[src/design/plm_pkg.sv]
// ----------------------------------------------------------------------------
// plm_pkg: shared types and constants of the point list measurement engine
// Micro-op encoding, sequencer program, controller states and the command
// and status bundles between controller and datapath.
// ----------------------------------------------------------------------------
package plm_pkg;

    localparam int VALUE_BITS = 52;
    localparam int ADDR_BITS  = 6;

    localparam logic [2:0] KIND_LENGTH   = 3'd0;
    localparam logic [2:0] KIND_PT_SEG   = 3'd1;
    localparam logic [2:0] KIND_DEPTH    = 3'd2;
    localparam logic [2:0] KIND_AREA     = 3'd3;
    localparam logic [2:0] KIND_POLYLINE = 3'd4;
    localparam logic [2:0] KIND_CLOSED   = 3'd5;

    localparam logic [1:0] STATUS_OK        = 2'd0;
    localparam logic [1:0] STATUS_TOO_FEW   = 2'd1;
    localparam logic [1:0] STATUS_SATURATED = 2'd2;

    typedef logic [ADDR_BITS-1:0] addr_t;

    // program entry points
    localparam addr_t A_DIST_PF  = 6'd0;
    localparam addr_t A_DIST_PQ  = 6'd1;
    localparam addr_t A_DIST_FS  = 6'd2;
    localparam addr_t A_DIST_FP  = 6'd3;
    localparam addr_t A_DEPTH    = 6'd4;
    localparam addr_t A_TRI_FQP  = 6'd13;
    localparam addr_t A_TRI_FPS  = 6'd15;
    localparam addr_t A_PSEG     = 6'd36;
    localparam addr_t A_PSEG_DIV = 6'd48;

    typedef enum logic [3:0] {
        UOP_NOP,
        UOP_END,
        UOP_LOADU,
        UOP_LOADV,
        UOP_CLR,
        UOP_MAC,
        UOP_MOVC,
        UOP_MOVDD,
        UOP_SQRT,
        UOP_DIV,
        UOP_ADDR,
        UOP_ADDRH,
        UOP_ADDZ,
        UOP_CHECK,
        UOP_JSEL
    } uop_t;

    typedef enum logic [1:0] {
        PS_F,
        PS_S,
        PS_Q,
        PS_P
    } pnt_sel_t;

    typedef enum logic [3:0] {
        OS_U0,
        OS_U1,
        OS_U2,
        OS_V0,
        OS_V1,
        OS_V2,
        OS_C0,
        OS_C1,
        OS_C2
    } opnd_sel_t;

    typedef enum logic [1:0] {
        UNIT_NONE,
        UNIT_MAC,
        UNIT_SQRT,
        UNIT_DIV
    } unit_t;

    typedef enum logic [2:0] {
        ST_IDLE,
        ST_DISPATCH,
        ST_EXEC,
        ST_WAIT,
        ST_COMMIT,
        ST_REPORT
    } state_t;

    typedef struct packed {
        uop_t      op;
        pnt_sel_t  pa;
        pnt_sel_t  pb;
        opnd_sel_t oa;
        opnd_sel_t ob;
        logic      neg;
        addr_t     nxt;
    } uinst_t;

    typedef struct packed {
        uop_t       op;
        pnt_sel_t   pa;
        pnt_sel_t   pb;
        opnd_sel_t  oa;
        opnd_sel_t  ob;
        logic       neg;
        logic       accept;
        logic       first;
        logic       commit;
        logic       set_second;
        logic       report;
        logic       too_few;
        logic [2:0] kind;
    } dp_cmd_t;

    typedef struct packed {
        logic busy;
        logic near_start;
        logic past_end;
        logic out_free;
    } dp_stat_t;

    function automatic uinst_t mk(uop_t op, pnt_sel_t pa, pnt_sel_t pb,
                                  opnd_sel_t oa, opnd_sel_t ob, logic neg, addr_t nxt);
        uinst_t u;
        u.op  = op;
        u.pa  = pa;
        u.pb  = pb;
        u.oa  = oa;
        u.ob  = ob;
        u.neg = neg;
        u.nxt = nxt;
        return u;
    endfunction

    // sequencer program
    function automatic uinst_t prog(addr_t a);
        uinst_t u;
        case (a)
            6'd0:  u = mk(UOP_LOADU, PS_P, PS_F, OS_U0, OS_U0, 1'b0, 6'd5);
            6'd1:  u = mk(UOP_LOADU, PS_P, PS_Q, OS_U0, OS_U0, 1'b0, 6'd5);
            6'd2:  u = mk(UOP_LOADU, PS_F, PS_S, OS_U0, OS_U0, 1'b0, 6'd5);
            6'd3:  u = mk(UOP_LOADU, PS_F, PS_P, OS_U0, OS_U0, 1'b0, 6'd5);
            6'd4:  u = mk(UOP_LOADU, PS_P, PS_F, OS_U0, OS_U0, 1'b0, 6'd11);
            6'd5:  u = mk(UOP_CLR,   PS_F, PS_F, OS_U0, OS_U0, 1'b0, 6'd6);
            6'd6:  u = mk(UOP_MAC,   PS_F, PS_F, OS_U0, OS_U0, 1'b0, 6'd7);
            6'd7:  u = mk(UOP_MAC,   PS_F, PS_F, OS_U1, OS_U1, 1'b0, 6'd8);
            6'd8:  u = mk(UOP_MAC,   PS_F, PS_F, OS_U2, OS_U2, 1'b0, 6'd9);
            6'd9:  u = mk(UOP_SQRT,  PS_F, PS_F, OS_U0, OS_U0, 1'b0, 6'd10);
            6'd10: u = mk(UOP_ADDR,  PS_F, PS_F, OS_U0, OS_U0, 1'b0, 6'd12);
            6'd11: u = mk(UOP_ADDZ,  PS_F, PS_F, OS_U0, OS_U0, 1'b0, 6'd12);
            6'd12: u = mk(UOP_END,   PS_F, PS_F, OS_U0, OS_U0, 1'b0, 6'd12);
            6'd13: u = mk(UOP_LOADU, PS_Q, PS_F, OS_U0, OS_U0, 1'b0, 6'd14);
            6'd14: u = mk(UOP_LOADV, PS_P, PS_F, OS_U0, OS_U0, 1'b0, 6'd17);
            6'd15: u = mk(UOP_LOADU, PS_P, PS_F, OS_U0, OS_U0, 1'b0, 6'd16);
            6'd16: u = mk(UOP_LOADV, PS_S, PS_F, OS_U0, OS_U0, 1'b0, 6'd17);
            6'd17: u = mk(UOP_CLR,   PS_F, PS_F, OS_U0, OS_U0, 1'b0, 6'd18);
            6'd18: u = mk(UOP_MAC,   PS_F, PS_F, OS_U1, OS_V2, 1'b0, 6'd19);
            6'd19: u = mk(UOP_MAC,   PS_F, PS_F, OS_U2, OS_V1, 1'b1, 6'd20);
            6'd20: u = mk(UOP_MOVC,  PS_F, PS_F, OS_C0, OS_U0, 1'b0, 6'd21);
            6'd21: u = mk(UOP_CLR,   PS_F, PS_F, OS_U0, OS_U0, 1'b0, 6'd22);
            6'd22: u = mk(UOP_MAC,   PS_F, PS_F, OS_U2, OS_V0, 1'b0, 6'd23);
            6'd23: u = mk(UOP_MAC,   PS_F, PS_F, OS_U0, OS_V2, 1'b1, 6'd24);
            6'd24: u = mk(UOP_MOVC,  PS_F, PS_F, OS_C1, OS_U0, 1'b0, 6'd25);
            6'd25: u = mk(UOP_CLR,   PS_F, PS_F, OS_U0, OS_U0, 1'b0, 6'd26);
            6'd26: u = mk(UOP_MAC,   PS_F, PS_F, OS_U0, OS_V1, 1'b0, 6'd27);
            6'd27: u = mk(UOP_MAC,   PS_F, PS_F, OS_U1, OS_V0, 1'b1, 6'd28);
            6'd28: u = mk(UOP_MOVC,  PS_F, PS_F, OS_C2, OS_U0, 1'b0, 6'd29);
            6'd29: u = mk(UOP_CLR,   PS_F, PS_F, OS_U0, OS_U0, 1'b0, 6'd30);
            6'd30: u = mk(UOP_MAC,   PS_F, PS_F, OS_C0, OS_C0, 1'b0, 6'd31);
            6'd31: u = mk(UOP_MAC,   PS_F, PS_F, OS_C1, OS_C1, 1'b0, 6'd32);
            6'd32: u = mk(UOP_MAC,   PS_F, PS_F, OS_C2, OS_C2, 1'b0, 6'd33);
            6'd33: u = mk(UOP_JSEL,  PS_F, PS_F, OS_U0, OS_U0, 1'b0, 6'd34);
            6'd34: u = mk(UOP_SQRT,  PS_F, PS_F, OS_U0, OS_U0, 1'b0, 6'd35);
            6'd35: u = mk(UOP_ADDRH, PS_F, PS_F, OS_U0, OS_U0, 1'b0, 6'd12);
            6'd36: u = mk(UOP_LOADV, PS_P, PS_S, OS_U0, OS_U0, 1'b0, 6'd37);
            6'd37: u = mk(UOP_LOADU, PS_F, PS_S, OS_U0, OS_U0, 1'b0, 6'd38);
            6'd38: u = mk(UOP_CLR,   PS_F, PS_F, OS_U0, OS_U0, 1'b0, 6'd39);
            6'd39: u = mk(UOP_MAC,   PS_F, PS_F, OS_V0, OS_V0, 1'b0, 6'd40);
            6'd40: u = mk(UOP_MAC,   PS_F, PS_F, OS_V1, OS_V1, 1'b0, 6'd41);
            6'd41: u = mk(UOP_MAC,   PS_F, PS_F, OS_V2, OS_V2, 1'b0, 6'd42);
            6'd42: u = mk(UOP_MOVDD, PS_F, PS_F, OS_U0, OS_U0, 1'b0, 6'd43);
            6'd43: u = mk(UOP_CLR,   PS_F, PS_F, OS_U0, OS_U0, 1'b0, 6'd44);
            6'd44: u = mk(UOP_MAC,   PS_F, PS_F, OS_U0, OS_V0, 1'b0, 6'd45);
            6'd45: u = mk(UOP_MAC,   PS_F, PS_F, OS_U1, OS_V1, 1'b0, 6'd46);
            6'd46: u = mk(UOP_MAC,   PS_F, PS_F, OS_U2, OS_V2, 1'b0, 6'd47);
            6'd47: u = mk(UOP_CHECK, PS_F, PS_F, OS_U0, OS_U0, 1'b0, 6'd17);
            6'd48: u = mk(UOP_DIV,   PS_F, PS_F, OS_U0, OS_U0, 1'b0, 6'd49);
            6'd49: u = mk(UOP_SQRT,  PS_F, PS_F, OS_U0, OS_U0, 1'b0, 6'd50);
            6'd50: u = mk(UOP_ADDR,  PS_F, PS_F, OS_U0, OS_U0, 1'b0, 6'd12);
            default: u = mk(UOP_END, PS_F, PS_F, OS_U0, OS_U0, 1'b0, 6'd12);
        endcase
        return u;
    endfunction

endpackage

[src/design/plm_dpath.sv]
// ----------------------------------------------------------------------------
// plm_dpath: point list measurement datapath
// Point registers, difference vectors, a shift-add multiply-accumulate unit,
// a digit-by-digit square root, a restoring divider, the saturating running
// sum and the result register.
// ----------------------------------------------------------------------------
module plm_dpath #(
    parameter int COORD_BITS = 24
) (
    input  logic                          aclk,
    input  logic                          aresetn,
    input  plm_pkg::dp_cmd_t              cmd,
    output plm_pkg::dp_stat_t             stat,
    input  logic signed [COORD_BITS-1:0]  coord_x,
    input  logic signed [COORD_BITS-1:0]  coord_y,
    input  logic signed [COORD_BITS-1:0]  coord_z,
    output logic [plm_pkg::VALUE_BITS-1:0] m_value,
    output logic [1:0]                    m_status,
    output logic [2:0]                    m_kind_echo,
    output logic                          m_valid,
    input  logic                          m_ready
);
    import plm_pkg::*;

    localparam int DW = COORD_BITS + 1;     // coordinate difference
    localparam int MW = 2 * DW + 1;         // multiplier operand, cross component
    localparam int PW = 2 * MW;             // product, radicand
    localparam int AW = PW + 1;             // signed accumulator
    localparam int CW = $clog2(PW + 1);
    localparam int EW = ((MW > VALUE_BITS) ? MW : VALUE_BITS) + 1;
    localparam logic [EW-1:0] VMAX = EW'({VALUE_BITS{1'b1}});

    logic signed [COORD_BITS-1:0] p_reg [3];
    logic signed [COORD_BITS-1:0] f_reg [3];
    logic signed [COORD_BITS-1:0] s_reg [3];
    logic signed [COORD_BITS-1:0] q_reg [3];
    logic signed [DW-1:0]         u_reg [3];
    logic signed [DW-1:0]         v_reg [3];
    logic signed [MW-1:0]         c_reg [3];
    logic signed [AW-1:0]         acc_reg;
    logic [PW-1:0]                dd_reg;
    logic [MW-1:0]                r_reg;
    logic [MW+1:0]                rem_reg;
    logic [PW:0]                  drem_reg;
    logic [MW-1:0]                ma_reg;
    logic [PW-1:0]                prod_reg;
    logic                         mneg_reg;
    logic [CW-1:0]                cnt_reg;
    unit_t                        unit_reg;
    logic [VALUE_BITS-1:0]        sum_reg;
    logic                         sat_reg;
    logic [VALUE_BITS-1:0]        value_reg;
    logic [1:0]                   status_reg;
    logic [2:0]                   kind_reg;
    logic                         valid_reg;

    logic signed [COORD_BITS-1:0] pa [3];
    logic signed [COORD_BITS-1:0] pb [3];
    logic signed [MW-1:0]         oa;
    logic signed [MW-1:0]         ob;
    logic [MW-1:0]                a_mag;
    logic [MW-1:0]                b_mag;
    logic [MW:0]                  mt;
    logic [MW+2:0]                rem_sh;
    logic [MW+2:0]                trial;
    logic [MW+2:0]                rem_dif;
    logic                         sq_ge;
    logic [PW:0]                  dsh;
    logic                         d_ge;
    logic [DW-1:0]                z_abs;
    logic [MW-1:0]                add_x;
    logic [EW-1:0]                add_tot;
    logic                         add_sat;

    always_comb begin
        case (cmd.pa)
            PS_F:    pa = f_reg;
            PS_S:    pa = s_reg;
            PS_Q:    pa = q_reg;
            default: pa = p_reg;
        endcase
        case (cmd.pb)
            PS_F:    pb = f_reg;
            PS_S:    pb = s_reg;
            PS_Q:    pb = q_reg;
            default: pb = p_reg;
        endcase
    end

    function automatic logic signed [MW-1:0] opnd(
        opnd_sel_t sel,
        logic signed [DW-1:0] u0, logic signed [DW-1:0] u1, logic signed [DW-1:0] u2,
        logic signed [DW-1:0] v0, logic signed [DW-1:0] v1, logic signed [DW-1:0] v2,
        logic signed [MW-1:0] c0, logic signed [MW-1:0] c1, logic signed [MW-1:0] c2);
        logic signed [MW-1:0] r;
        case (sel)
            OS_U0:   r = MW'(u0);
            OS_U1:   r = MW'(u1);
            OS_U2:   r = MW'(u2);
            OS_V0:   r = MW'(v0);
            OS_V1:   r = MW'(v1);
            OS_V2:   r = MW'(v2);
            OS_C0:   r = c0;
            OS_C1:   r = c1;
            default: r = c2;
        endcase
        return r;
    endfunction

    always_comb begin
        oa = opnd(cmd.oa, u_reg[0], u_reg[1], u_reg[2], v_reg[0], v_reg[1], v_reg[2],
                  c_reg[0], c_reg[1], c_reg[2]);
        ob = opnd(cmd.ob, u_reg[0], u_reg[1], u_reg[2], v_reg[0], v_reg[1], v_reg[2],
                  c_reg[0], c_reg[1], c_reg[2]);
        a_mag = oa[MW-1] ? MW'(-oa) : MW'(oa);
        b_mag = ob[MW-1] ? MW'(-ob) : MW'(ob);

        mt = {1'b0, prod_reg[PW-1:MW]} + (prod_reg[0] ? {1'b0, ma_reg} : {(MW+1){1'b0}});

        rem_sh  = {rem_reg[MW:0], acc_reg[PW-1:PW-2]};
        trial   = {1'b0, r_reg, 2'b01};
        rem_dif = rem_sh - trial;
        sq_ge   = (rem_sh >= trial);

        dsh  = {drem_reg[PW-1:0], acc_reg[PW-1]};
        d_ge = (dsh >= {1'b0, dd_reg});

        z_abs = u_reg[2][DW-1] ? DW'(-u_reg[2]) : DW'(u_reg[2]);
        case (cmd.op)
            UOP_ADDRH: add_x = r_reg >> 1;
            UOP_ADDZ:  add_x = MW'(z_abs);
            default:   add_x = r_reg;
        endcase
        add_tot = EW'(sum_reg) + EW'(add_x);
        add_sat = (EW'(add_x) > VMAX) || (add_tot > VMAX);
    end

    always_ff @(posedge aclk) begin
        if (!aresetn) begin
            unit_reg  <= UNIT_NONE;
            sum_reg   <= '0;
            sat_reg   <= 1'b0;
            valid_reg <= 1'b0;
        end else begin
            if (cmd.accept) begin
                p_reg[0] <= coord_x;
                p_reg[1] <= coord_y;
                p_reg[2] <= coord_z;
                if (cmd.first) begin
                    f_reg[0] <= coord_x;
                    f_reg[1] <= coord_y;
                    f_reg[2] <= coord_z;
                end
            end
            if (cmd.commit) begin
                q_reg <= p_reg;
                if (cmd.set_second) begin
                    s_reg <= p_reg;
                end
            end

            case (cmd.op)
                UOP_LOADU: begin
                    for (int i = 0; i < 3; i++) begin
                        u_reg[i] <= DW'(pa[i]) - DW'(pb[i]);
                    end
                end
                UOP_LOADV: begin
                    for (int i = 0; i < 3; i++) begin
                        v_reg[i] <= DW'(pa[i]) - DW'(pb[i]);
                    end
                end
                UOP_CLR: begin
                    acc_reg <= '0;
                end
                UOP_MOVC: begin
                    case (cmd.oa)
                        OS_C0:   c_reg[0] <= acc_reg[MW-1:0];
                        OS_C1:   c_reg[1] <= acc_reg[MW-1:0];
                        default: c_reg[2] <= acc_reg[MW-1:0];
                    endcase
                end
                UOP_MOVDD: begin
                    dd_reg <= acc_reg[PW-1:0];
                end
                UOP_MAC: begin
                    ma_reg   <= a_mag;
                    prod_reg <= {{MW{1'b0}}, b_mag};
                    mneg_reg <= oa[MW-1] ^ ob[MW-1] ^ cmd.neg;
                    cnt_reg  <= '0;
                    unit_reg <= UNIT_MAC;
                end
                UOP_SQRT: begin
                    rem_reg  <= '0;
                    r_reg    <= '0;
                    cnt_reg  <= '0;
                    unit_reg <= UNIT_SQRT;
                end
                UOP_DIV: begin
                    drem_reg <= '0;
                    cnt_reg  <= '0;
                    unit_reg <= UNIT_DIV;
                end
                UOP_ADDR, UOP_ADDRH, UOP_ADDZ: begin
                    if (add_sat) begin
                        sum_reg <= VMAX[VALUE_BITS-1:0];
                        sat_reg <= 1'b1;
                    end else begin
                        sum_reg <= add_tot[VALUE_BITS-1:0];
                    end
                end
                default: begin
                end
            endcase

            case (unit_reg)
                UNIT_MAC: begin
                    if (cnt_reg == CW'(MW)) begin
                        // fold the finished product into the accumulator
                        if (mneg_reg) begin
                            acc_reg <= acc_reg - signed'({1'b0, prod_reg});
                        end else begin
                            acc_reg <= acc_reg + signed'({1'b0, prod_reg});
                        end
                        unit_reg <= UNIT_NONE;
                    end else begin
                        prod_reg <= {mt, prod_reg[MW-1:1]};
                        cnt_reg  <= cnt_reg + 1'b1;
                    end
                end
                UNIT_SQRT: begin
                    rem_reg <= sq_ge ? rem_dif[MW+1:0] : rem_sh[MW+1:0];
                    r_reg   <= {r_reg[MW-2:0], sq_ge};
                    acc_reg <= {1'b0, acc_reg[PW-3:0], 2'b00};
                    cnt_reg <= cnt_reg + 1'b1;
                    if (cnt_reg == CW'(MW - 1)) begin
                        unit_reg <= UNIT_NONE;
                    end
                end
                UNIT_DIV: begin
                    drem_reg <= d_ge ? (dsh - {1'b0, dd_reg}) : dsh;
                    acc_reg  <= {1'b0, acc_reg[PW-2:0], d_ge};
                    cnt_reg  <= cnt_reg + 1'b1;
                    if (cnt_reg == CW'(PW - 1)) begin
                        unit_reg <= UNIT_NONE;
                    end
                end
                default: begin
                end
            endcase

            if (cmd.report) begin
                value_reg  <= cmd.too_few ? '0 : sum_reg;
                status_reg <= cmd.too_few ? STATUS_TOO_FEW :
                              (sat_reg ? STATUS_SATURATED : STATUS_OK);
                kind_reg   <= cmd.kind;
                valid_reg  <= 1'b1;
                sum_reg    <= '0;
                sat_reg    <= 1'b0;
            end else if (m_ready) begin
                valid_reg <= 1'b0;
            end
        end
    end

    always_comb begin
        stat.busy       = (unit_reg != UNIT_NONE);
        stat.near_start = (dd_reg == '0) || acc_reg[AW-1] || (acc_reg == '0);
        stat.past_end   = !acc_reg[AW-1] && (acc_reg[PW-1:0] >= dd_reg);
        stat.out_free   = !valid_reg || m_ready;
    end

    assign m_value     = value_reg;
    assign m_status    = status_reg;
    assign m_kind_echo = kind_reg;
    assign m_valid     = valid_reg;

endmodule

[src/design/plm_ctrl.sv]
// ----------------------------------------------------------------------------
// plm_ctrl: point list measurement controller
// Handshake, point count and list kind, and a sequencer that steps the
// datapath through the program for each point that has a task and for the closing triangle.
// ----------------------------------------------------------------------------
module plm_ctrl #(
    parameter int COUNT_BITS = 16
) (
    input  logic              aclk,
    input  logic              aresetn,
    input  logic              s_valid,
    output logic              s_ready,
    input  logic [2:0]        s_measure_kind,
    input  logic              s_last_point,
    input  plm_pkg::dp_stat_t stat,
    output plm_pkg::dp_cmd_t  cmd
);
    import plm_pkg::*;

    state_t                state_reg, state_next;
    addr_t                 pc_reg, pc_next;
    logic [COUNT_BITS-1:0] count_reg, count_next;
    logic [2:0]            kind_reg, kind_next;
    logic                  last_reg, last_next;
    logic                  pseg_reg, pseg_next;
    logic                  closing_reg, closing_next;

    uinst_t                ui;
    logic [COUNT_BITS-1:0] count_inc;
    logic                  too_few;

    always_ff @(posedge aclk) begin
        if (!aresetn) begin
            state_reg   <= ST_IDLE;
            pc_reg      <= '0;
            count_reg   <= '0;
            kind_reg    <= '0;
            last_reg    <= 1'b0;
            pseg_reg    <= 1'b0;
            closing_reg <= 1'b0;
        end else begin
            state_reg   <= state_next;
            pc_reg      <= pc_next;
            count_reg   <= count_next;
            kind_reg    <= kind_next;
            last_reg    <= last_next;
            pseg_reg    <= pseg_next;
            closing_reg <= closing_next;
        end
    end

    always_comb begin
        ui        = prog(pc_reg);
        count_inc = (count_reg == '1) ? count_reg : count_reg + 1'b1;

        case (kind_reg)
            KIND_LENGTH, KIND_DEPTH, KIND_POLYLINE: too_few = (count_reg < COUNT_BITS'(2));
            KIND_PT_SEG, KIND_AREA, KIND_CLOSED:    too_few = (count_reg < COUNT_BITS'(3));
            default:                                too_few = 1'b1;
        endcase

        state_next   = state_reg;
        pc_next      = pc_reg;
        count_next   = count_reg;
        kind_next    = kind_reg;
        last_next    = last_reg;
        pseg_next    = pseg_reg;
        closing_next = closing_reg;

        s_ready        = 1'b0;
        cmd.op         = UOP_NOP;
        cmd.pa         = ui.pa;
        cmd.pb         = ui.pb;
        cmd.oa         = ui.oa;
        cmd.ob         = ui.ob;
        cmd.neg        = ui.neg;
        cmd.accept     = 1'b0;
        cmd.first      = 1'b0;
        cmd.commit     = 1'b0;
        cmd.set_second = 1'b0;
        cmd.report     = 1'b0;
        cmd.too_few    = too_few;
        cmd.kind       = kind_reg;

        case (state_reg)
            ST_IDLE: begin
                s_ready = 1'b1;
                if (s_valid) begin
                    cmd.accept = 1'b1;
                    cmd.first  = (count_reg == '0);
                    if (count_reg == '0) begin
                        kind_next = s_measure_kind;
                    end
                    last_next  = s_last_point;
                    state_next = ST_DISPATCH;
                end
            end
            ST_DISPATCH: begin
                // pick the per-point task from the kind and this point's index
                state_next = ST_EXEC;
                pseg_next  = 1'b0;
                case (kind_reg)
                    KIND_LENGTH: begin
                        if (count_reg == COUNT_BITS'(1)) pc_next = A_DIST_PF;
                        else state_next = ST_COMMIT;
                    end
                    KIND_DEPTH: begin
                        if (count_reg == COUNT_BITS'(1)) pc_next = A_DEPTH;
                        else state_next = ST_COMMIT;
                    end
                    KIND_PT_SEG: begin
                        if (count_reg == COUNT_BITS'(2)) begin
                            pc_next   = A_PSEG;
                            pseg_next = 1'b1;
                        end else begin
                            state_next = ST_COMMIT;
                        end
                    end
                    KIND_AREA, KIND_CLOSED: begin
                        if (count_reg >= COUNT_BITS'(2)) pc_next = A_TRI_FQP;
                        else state_next = ST_COMMIT;
                    end
                    KIND_POLYLINE: begin
                        if (count_reg >= COUNT_BITS'(1)) pc_next = A_DIST_PQ;
                        else state_next = ST_COMMIT;
                    end
                    default: begin
                        state_next = ST_COMMIT;
                    end
                endcase
            end
            ST_EXEC: begin
                cmd.op = ui.op;
                case (ui.op)
                    UOP_END: begin
                        state_next = closing_reg ? ST_REPORT : ST_COMMIT;
                    end
                    UOP_MAC, UOP_SQRT, UOP_DIV: begin
                        state_next = ST_WAIT;
                    end
                    UOP_CHECK: begin
                        if (stat.near_start)    pc_next = A_DIST_FS;
                        else if (stat.past_end) pc_next = A_DIST_FP;
                        else                    pc_next = ui.nxt;
                    end
                    UOP_JSEL: begin
                        pc_next = pseg_reg ? A_PSEG_DIV : ui.nxt;
                    end
                    default: begin
                        pc_next = ui.nxt;
                    end
                endcase
            end
            ST_WAIT: begin
                if (!stat.busy) begin
                    pc_next    = ui.nxt;
                    state_next = ST_EXEC;
                end
            end
            ST_COMMIT: begin
                cmd.commit     = 1'b1;
                cmd.set_second = (count_reg == COUNT_BITS'(1));
                count_next     = count_inc;
                if (!last_reg) begin
                    state_next = ST_IDLE;
                end else if (kind_reg == KIND_CLOSED && count_inc >= COUNT_BITS'(4)) begin
                    // closing triangle first, last, second
                    closing_next = 1'b1;
                    pseg_next    = 1'b0;
                    pc_next      = A_TRI_FPS;
                    state_next   = ST_EXEC;
                end else begin
                    state_next = ST_REPORT;
                end
            end
            ST_REPORT: begin
                if (stat.out_free) begin
                    cmd.report   = 1'b1;
                    count_next   = '0;
                    closing_next = 1'b0;
                    state_next   = ST_IDLE;
                end
            end
            default: begin
                state_next = ST_IDLE;
            end
        endcase
    end

endmodule

[src/design/point_list_measurement_engine.sv]
// ----------------------------------------------------------------------------
// point_list_measurement_engine: 3D point list length, distance and area
// One point per transaction; a point with last_point set yields one result.
// ----------------------------------------------------------------------------
// One point at a time: a new point is taken only once the last one is done.
// Work per point is a distance, a depth, a triangle or a point-to-segment
// distance, run on the bit-serial multiplier (M = 2*COORD_BITS+3 bit
// operands), the square root and the divider; a point may need no work.
// A last point adds a report step, plus a closing triangle for a closed fan.
// Synchronous active-low reset clears the count, kind, sum and handshakes.
module point_list_measurement_engine #(
    parameter int COORD_BITS = 24,
    parameter int COUNT_BITS = 16
) (
    input  logic                           aclk,
    input  logic                           aresetn,
    input  logic                           s_valid,
    output logic                           s_ready,
    input  logic signed [COORD_BITS-1:0]   s_coord_x,
    input  logic signed [COORD_BITS-1:0]   s_coord_y,
    input  logic signed [COORD_BITS-1:0]   s_coord_z,
    input  logic [2:0]                     s_measure_kind,
    input  logic                           s_last_point,
    output logic                           m_valid,
    input  logic                           m_ready,
    output logic [plm_pkg::VALUE_BITS-1:0] m_value,
    output logic [1:0]                     m_status,
    output logic [2:0]                     m_kind_echo
);
    import plm_pkg::*;

    dp_cmd_t  cmd;
    dp_stat_t stat;

    plm_ctrl #(
        .COUNT_BITS (COUNT_BITS)
    ) u_ctrl (
        .aclk           (aclk),
        .aresetn        (aresetn),
        .s_valid        (s_valid),
        .s_ready        (s_ready),
        .s_measure_kind (s_measure_kind),
        .s_last_point   (s_last_point),
        .stat           (stat),
        .cmd            (cmd)
    );

    plm_dpath #(
        .COORD_BITS (COORD_BITS)
    ) u_dpath (
        .aclk        (aclk),
        .aresetn     (aresetn),
        .cmd         (cmd),
        .stat        (stat),
        .coord_x     (s_coord_x),
        .coord_y     (s_coord_y),
        .coord_z     (s_coord_z),
        .m_value     (m_value),
        .m_status    (m_status),
        .m_kind_echo (m_kind_echo),
        .m_valid     (m_valid),
        .m_ready     (m_ready)
    );

endmodule

[config.mk]
export PLATFORM = sky130hd
export DESIGN_NAME = point_list_measurement_engine
export DESIGN_NICKNAME = d
export VERILOG_FILES = /design/src/design/plm_pkg.sv /design/src/design/plm_dpath.sv /design/src/design/plm_ctrl.sv /design/src/design/point_list_measurement_engine.sv
export SDC_FILE = /design/constraint.sdc
export NUM_CORES = 2
export LEC_CHECK = 0
export BUFFER_PORTS_ARGS = -buffer_cell sky130_fd_sc_hd__buf_2
export CAP_MARGIN = 25
export CORE_ASPECT_RATIO = 1.1
export CORE_MARGIN = 1.5
export CORE_UTILIZATION = 60
export DETAILED_ROUTE_END_ITERATION = 8
export PLACE_DENSITY_LB_ADDON = 0.15
export SYNTH_ARGS = -nofsm -noshare
export SYNTH_HDL_FRONTEND = slang
export SYNTH_HIERARCHICAL = 1
export SYNTH_SLANG_ARGS = --single-unit
[constraint.sdc]
create_clock -name aclk -period 17.54 [get_ports aclk]
set_input_delay 2.631 -clock aclk [delete_from_list [all_inputs] [get_ports aclk]]
set_output_delay 2.631 -clock aclk [all_outputs]
set_load 0.1 [all_outputs]
[Yosys cells after proc, flatten, opt, wreduce, memory -nomap -nowiden]
Memory sizes are Yosys's and may differ from the RTL's. A register that Yosys moved wholly into a read port is not among the register bits.
Cells that the tools add are included.
Operators by class
  bitwise gates (word level): 3
  mux-type cells: 109
  reduce and logical (&&, ||, !) cells: 53
  add/sub/neg operators: 14
  equality and inequality tests: 67
  order comparisons: 9
Operators by type and width (number)
  one-hot mux 51 bit (8 select lines): 2
  two-way mux 102 bit: 6
  one-hot mux 72 bit (3 select lines): 2
  two-way mux 103 bit: 3
  one-hot mux 103 bit (3 select lines): 1
  two-way mux 51 bit: 6
  two-way mux 52 bit: 4
  adder 103 bit: 1
  >= comparator 103 x 102 -> 1 bit: 1
  logical NOT 103 bit: 1
  subtractor 103 bit: 1
  >= comparator 102 bit: 1
  logical NOT 102 bit: 1
  negation 51 bit: 2
  one-hot mux 51 bit (2 select lines): 1
  OR reduction 51 bit: 2
  subtractor 102 bit: 1
  two-way mux 6 bit: 13
  subtractor 24 x 24 -> 25 bit: 3
  >= comparator 54 x 53 -> 1 bit: 1
  adder 52 x 51 -> 53 bit: 1
  greater-than comparator 53 x 52 -> 1 bit, second input constant: 1
  adder 51 x 52 -> 52 bit: 1
  == test 4 x 3 -> 1 bit, second input constant: 13
  62 further kinds: 186
Storage, ports and cells
  bits in writable memories: 303
  memories: 4
  bits in registers: 1003
  memory bits (read-only): 1472
  logic and storage cells: 295
  input port bits: 80
  output and inout port bits: 59
Memory list
  (no name shown): depth 64, width 23, read ports 1, clocked after Yosys merged registers in 1, wr ports 0, RTL line plm_pkg.sv:137  | case (a)
  u_dpath.c_reg: depth 3, width 51, read ports 3, clocked after Yosys merged registers in 0, wr ports 1, RTL line plm_dpath.sv:39  | logic signed [MW-1:0] c_reg [3];
  u_dpath.u_reg: depth 3, width 25, read ports 3, clocked after Yosys merged registers in 0, wr ports 3, RTL line plm_dpath.sv:37  | logic signed [DW-1:0] u_reg [3];
  u_dpath.v_reg: depth 3, width 25, read ports 3, clocked after Yosys merged registers in 0, wr ports 3, RTL line plm_dpath.sv:38  | logic signed [DW-1:0] v_reg [3];

[Depth between registers and ports, before layout]
  depth after elaboration: 9
  depth in mapped cells: 29
  gate-level depth less buffers: 26

[Hierarchy]
Netlist, hierarchy kept.
By module, submodules not included
  plm_dpath: cells each 8766, times used 1, seq. area each 37726.2 sq um, area each 87621.5 sq um
  plm_ctrl: cells each 585, times used 1, seq. area each 1081.0 sq um, area each 4347.9 sq um

[Least setup slack after synthesis]
Ideal clock, no wire load.
  kind: input to register
  start: input aresetn
  end: memory u_dpath/u_reg[0][0] (netlist name), enable pin
  required time: 16924 ps
  stages: 2
  arrival time: 8143 ps
  setup time: 616 ps
  path buffers: 0
  setup slack: 8781 ps
  path through: nand2_1 > nor3b_1
RTL lines
  start: declaration: RTL line point_list_measurement_engine.sv:16  | input logic aresetn,
  end: declaration: RTL line plm_dpath.sv:37

[Worst setup path in the final report]
  start: register u_dpath.prod_reg[4]
  end: register u_dpath.acc_reg[93], data pin
Between the ends
  cells in the longest elaborated chain, start to end: 4
  elaborated cells on any way between the ends: 5
  classes of those cells: add/sub (2); mux (3)
RTL lines
  start: declaration: RTL line plm_dpath.sv:46  | logic [PW-1:0] prod_reg;
  start signal: assignment: RTL line plm_dpath.sv:188  | prod_reg <= {{MW{1'b0}}, b_mag};
  start signal: assignment: RTL line plm_dpath.sv:227  | prod_reg <= {mt, prod_reg[MW-1:1]};
  adder 103 bit / subtractor 103 bit (equally long branches): RTL line plm_dpath.sv:223, plm_dpath.sv:221
  two-way mux 103 bit *: RTL line plm_dpath.sv:220  | if (mneg_reg) begin
  two-way mux 103 bit *: RTL line plm_dpath.sv:218  | if (cnt_reg == CW'(MW)) begin
  one-hot mux 103 bit (3 select lines) *: RTL line plm_dpath.sv:216  | case (unit_reg)
  end signal: assignment: RTL line plm_dpath.sv:221  | acc_reg <= acc_reg - signed'({1'b0, prod_reg});
  end signal: assignment: RTL line plm_dpath.sv:223  | acc_reg <= acc_reg + signed'({1'b0, prod_reg});
  end signal: assignment: RTL line plm_dpath.sv:234  | acc_reg <= {1'b0, acc_reg[PW-3:0], 2'b00};
  end: declaration: RTL line plm_dpath.sv:40  | logic signed [AW-1:0] acc_reg;
Every way passes the cells marked *; elsewhere a longest branch is shown, timed or not.
A chain may end at the register's enable or synchronous reset.

==> flow_summary_export.csv <==
group,metric,value,unit
cts,cts_buffers,148,
logic_synthesis,synthArstFlopShare,0,%
detailed_routing,ant_nets,0,
critical_path,cp_num_buf_inv,0,
critical_path,crit_path_start_kind,"flop",
power,p_per_area,93.3,nW/um^2
logic_synthesis,yosys_register_bits,1329,
cts,clkLatencyLatePin,0.83,ns
run_status,status,"finished, final reports clean",
power,sw_frac_of_total,31.9,%
critical_path,worstPathMaxFanout,7,
power,p_seq_share,41.3,%
floorplanning,die_w,376,um
detailed_routing,first_pass_iters,9,
cts,cts.clk_slew.worst_paths,0.06,ns
critical_path,cpPeakStageDelay,0.72,ns
final_layout,syn2layout_area_growth,8.20,%
timing,min_period_over_period,43.8,%
logic_synthesis,syn-cell-area,92000,um^2
cts,cts_buffer_depth,3,
floorplanning,coreArea,152000,um^2
cts,holdBufCountCts,0,
final_layout,final_net_count,9926,
logic_synthesis,synthCells,9351,
global_route,grt_pass1_vias,72138,
timing,finalSetupTns,0,ns
critical_path,critical_path_class,"reg2reg",
timing,setup_viol,0,
critical_path,slowest_stage,"a311oi_1",
logic_synthesis,postSynthAreaPerCell,9.84,um^2
logic_synthesis,synth.net_count,9994,
detailed_routing,routed_wl,298000,um
critical_path,crit_top_cell,"a21oi_1",
timing,rsz0062_at_grt,"false",
placement,dp_hpwl,221000,um
critical_path,worst_setup_path_end_kind,"flop",
global_route,track_usage,37.4,%
cts,root_buffer,"clkbuf_16",
detailed_routing,vias,76942,
power,pwr-share-clk,34.8,%
final_layout,instances_no_fill,11390,
logic_synthesis,synthTopCellsByArea,"edfxtp_1, ha_1, a21oi_1, xnor2_1, mux4_2",
floorplanning,ioPinCount,139,
logic_synthesis,synth_cell_types,119,
power,power.switching,0.00297,W
logic_synthesis,yosys-top-cells-count,"edfxtp_1, a21oi_1, nor2_1",
logic_synthesis,synthDominantCellAreaShare,39.8,%
final_layout,seq_area,38800,um^2
floorplanning,start_util,60.5,%
logic_synthesis,yosys_warnings,6,
logic_synthesis,synth-seq-area-share,42.2,%
global_route,antenna_found_initial,10,
critical_path,cp.required,18.06,ns
timing,hold_viol_final,0,
power,leakage,37.9,nW
cts,clock_sinks,1329,
critical_path,crit_arrival,8.20,ns
floorplanning,rows,150,
logic_synthesis,ys_dominant_reg_cell,"edfxtp_1",
placement,gp_congestion,1.02,
detailed_routing,first_iter_violations,8789,
global_route,grt_pass1_wl,443000,um
placement,port-buffer-count,138,
timing,worst_pin_slew,1.17,ns
floorplanning,dieArea,156000,um^2
power,ir_worst_vdd,0.138,mV
critical_path,critPathTopFamily,"simple AND/OR/NAND/NOR gates",
timing,worst_clock_skew,0.0477,ns
timing,fmax,130,MHz
placement,dpl_cell_area,94400,um^2
floorplanning,die_h,414,um
timing,min_period,7.68,ns
timing,slew_headroom,21.2,%
global_route,grt_max_degree,100,
final_layout,drive_above_1_share,9.30,%
logic_synthesis,synth_edf_count,1219,
detailed_routing,viasPerCell,6.76,
cts,cts_setup_buffers,0,
global_route,overflow,0,
critical_path,path_cells,"or3_1, or2_1, nor4_2, and3_1, nand2_1, nor3_1, and2_1, nor2b_1, and3b_1, a21oi_1, xnor2_1, ha_1, a21o_1, a21oi_1, o221ai_1, or2_2, o2bb2a_1, a311oi_1, o31ai_1, a21oi_1, xnor2_1, a221oi_1, a2bb2oi_1, a21oi_1",
detailed_routing,routedWlPerCell,26.2,um
power,combPwrFrac,23.9,%
timing,holdWs,0.464,ns
detailed_routing,drc,0,
placement,dp_cells,11104,
power,p_int,0.00632,W
logic_synthesis,yosysMostFrequentCell,"edfxtp_1",
final_layout,nFillCells,12068,
final_layout,fin_area,99500,um^2
timing,final_max_slew_viol_count,0,
cts,ctsResizeCount,0,
min_path,min_path_type,"reg2reg",
logic_synthesis,synth_area_leader_cell,"edfxtp_1",
final_layout,multi_input_area,49600,um^2
final_layout,largest_reg_flops,153,
flow_run,cap_violations,0,
cts,cts_tree,"built",
cts,htree_num_levels,4,
-- metal layers --
metal / global-route usage (%) / wire, um / vias up / share of wire, %
li1: - / - / 34975 / -
met1: 50.3 / 119000 / 37294 / 40
met2: 58.0 / 134000 / 3982 / 45
met3: 5.54 / 26200 / 689 / 8.8
met4: 21.5 / 18400 / 2 / 6.2
met5: 0 / 14 / - / 0.0047
-- power by group through the flow --
stage                     clock [W]  combinational, W  sequential, W
after global placement            0           0.00209        0.00388
after floorplan                   0           0.00144        0.00381
final                       0.00323           0.00222        0.00383
after global routing        0.00337           0.00235        0.00384
after detailed placement          0           0.00215        0.00389
after CTS                   0.00326           0.00217        0.00382
-- cells by family after synthesis --
| logic type | synth area share, % |
|---|---|
| AOI/OAI and AO/OA | 19.1 |
| and+or+nand+nor | 14.4 |
| DFF | 42.2 |
| buffers and inverters | 4.07 |
| xor gates and xnor gates | 5.82 |
| adders and majority gates | 7.72 |
| muxes | 6.69 |
-- final timing paths --
check | endpoint | from | slack, ns | cells past startpoint
min reg2reg | u_ctrl/closing_reg$_SDFFE_PN0P_ | u_ctrl/closing_reg$_SDFFE_PN0P_ | 0.46 | 2
min | u_ctrl/closing_reg$_SDFFE_PN0P_ | u_ctrl/closing_reg$_SDFFE_PN0P_ | 0.46 | 2
max | u_dpath/acc_reg[93]$_DFFE_PP_ | u_dpath/prod_reg[4]$_DFFE_PP_ | 9.86 | 24
max reg2reg | u_dpath/acc_reg[93]$_DFFE_PP_ | u_dpath/prod_reg[4]$_DFFE_PP_ | 9.86 | 24
-- cell type report --
class                   count  area share (%)
inverters                 434            1.64
multi-input cells        7084            49.9
clock inverters           103            1.29
diodes                      8          0.0201
flip-flops and latches   1329            39.0
well taps                1976            2.48
repair buffers            286            1.84
clock buffers             170            3.80
-- cell usage in the layout (no fill, tap or decap), types with 28 or more instances in the layout --
master	synthesis	routed
clkinv_2	1	28
a22o_1	43	43
and2_1	101	97
nand2_1	705	699
edfxtp_1	1219	1219
and3_1	85	82
a22oi_1	93	93
buf_4	20	141
mux2_2	43	43
clkbuf_16	0	148
a21oi_1	820	819
a31oi_1	144	144
o22ai_1	34	34
nor4_1	89	88
o21a_1	74	72
buf_2	62	140
nor2_1	781	771
dfxtp_1	110	97
nand4_1	135	135
a211oi_1	78	78
ha_1	556	556
o211ai_1	48	48
nand3_1	210	209
o31ai_1	47	46
a221oi_1	63	63
o21ai_0	612	612
or3_1	40	40
o221ai_1	43	43
mux2i_1	204	203
nor3_1	169	168
inv_1	427	425
xor2_1	201	201
nor2b_1	163	161
o21bai_1	84	84
nand2b_1	118	118
mux4_2	156	156
xnor2_1	410	410
a21o_1	269	269
-- worst register-to-register path: cells and delay by family, from the launching register on --
kind | cells | cell delay (ns)
AOI/OAI and AO/OA | 11 | 2.83
DFF | 1 | 0.45
xor gates and xnor gates | 2 | 0.30
adders and majority gates | 1 | 0.39
and+or+nand+nor | 10 | 3.41
-- per-stage QoR --
stage                     total power, W  worst slack (ns)  utilization [%]
after global placement           0.00597              9.98             62.0
final                            0.00929              9.86             65.5
after global routing             0.00956              9.26             65.5
after detailed placement         0.00604              9.98             62.1
after floorplan                  0.00526              8.78                -
after CTS                        0.00926              9.93             65.4
Note: power is estimated with default switching activity, not from simulation.
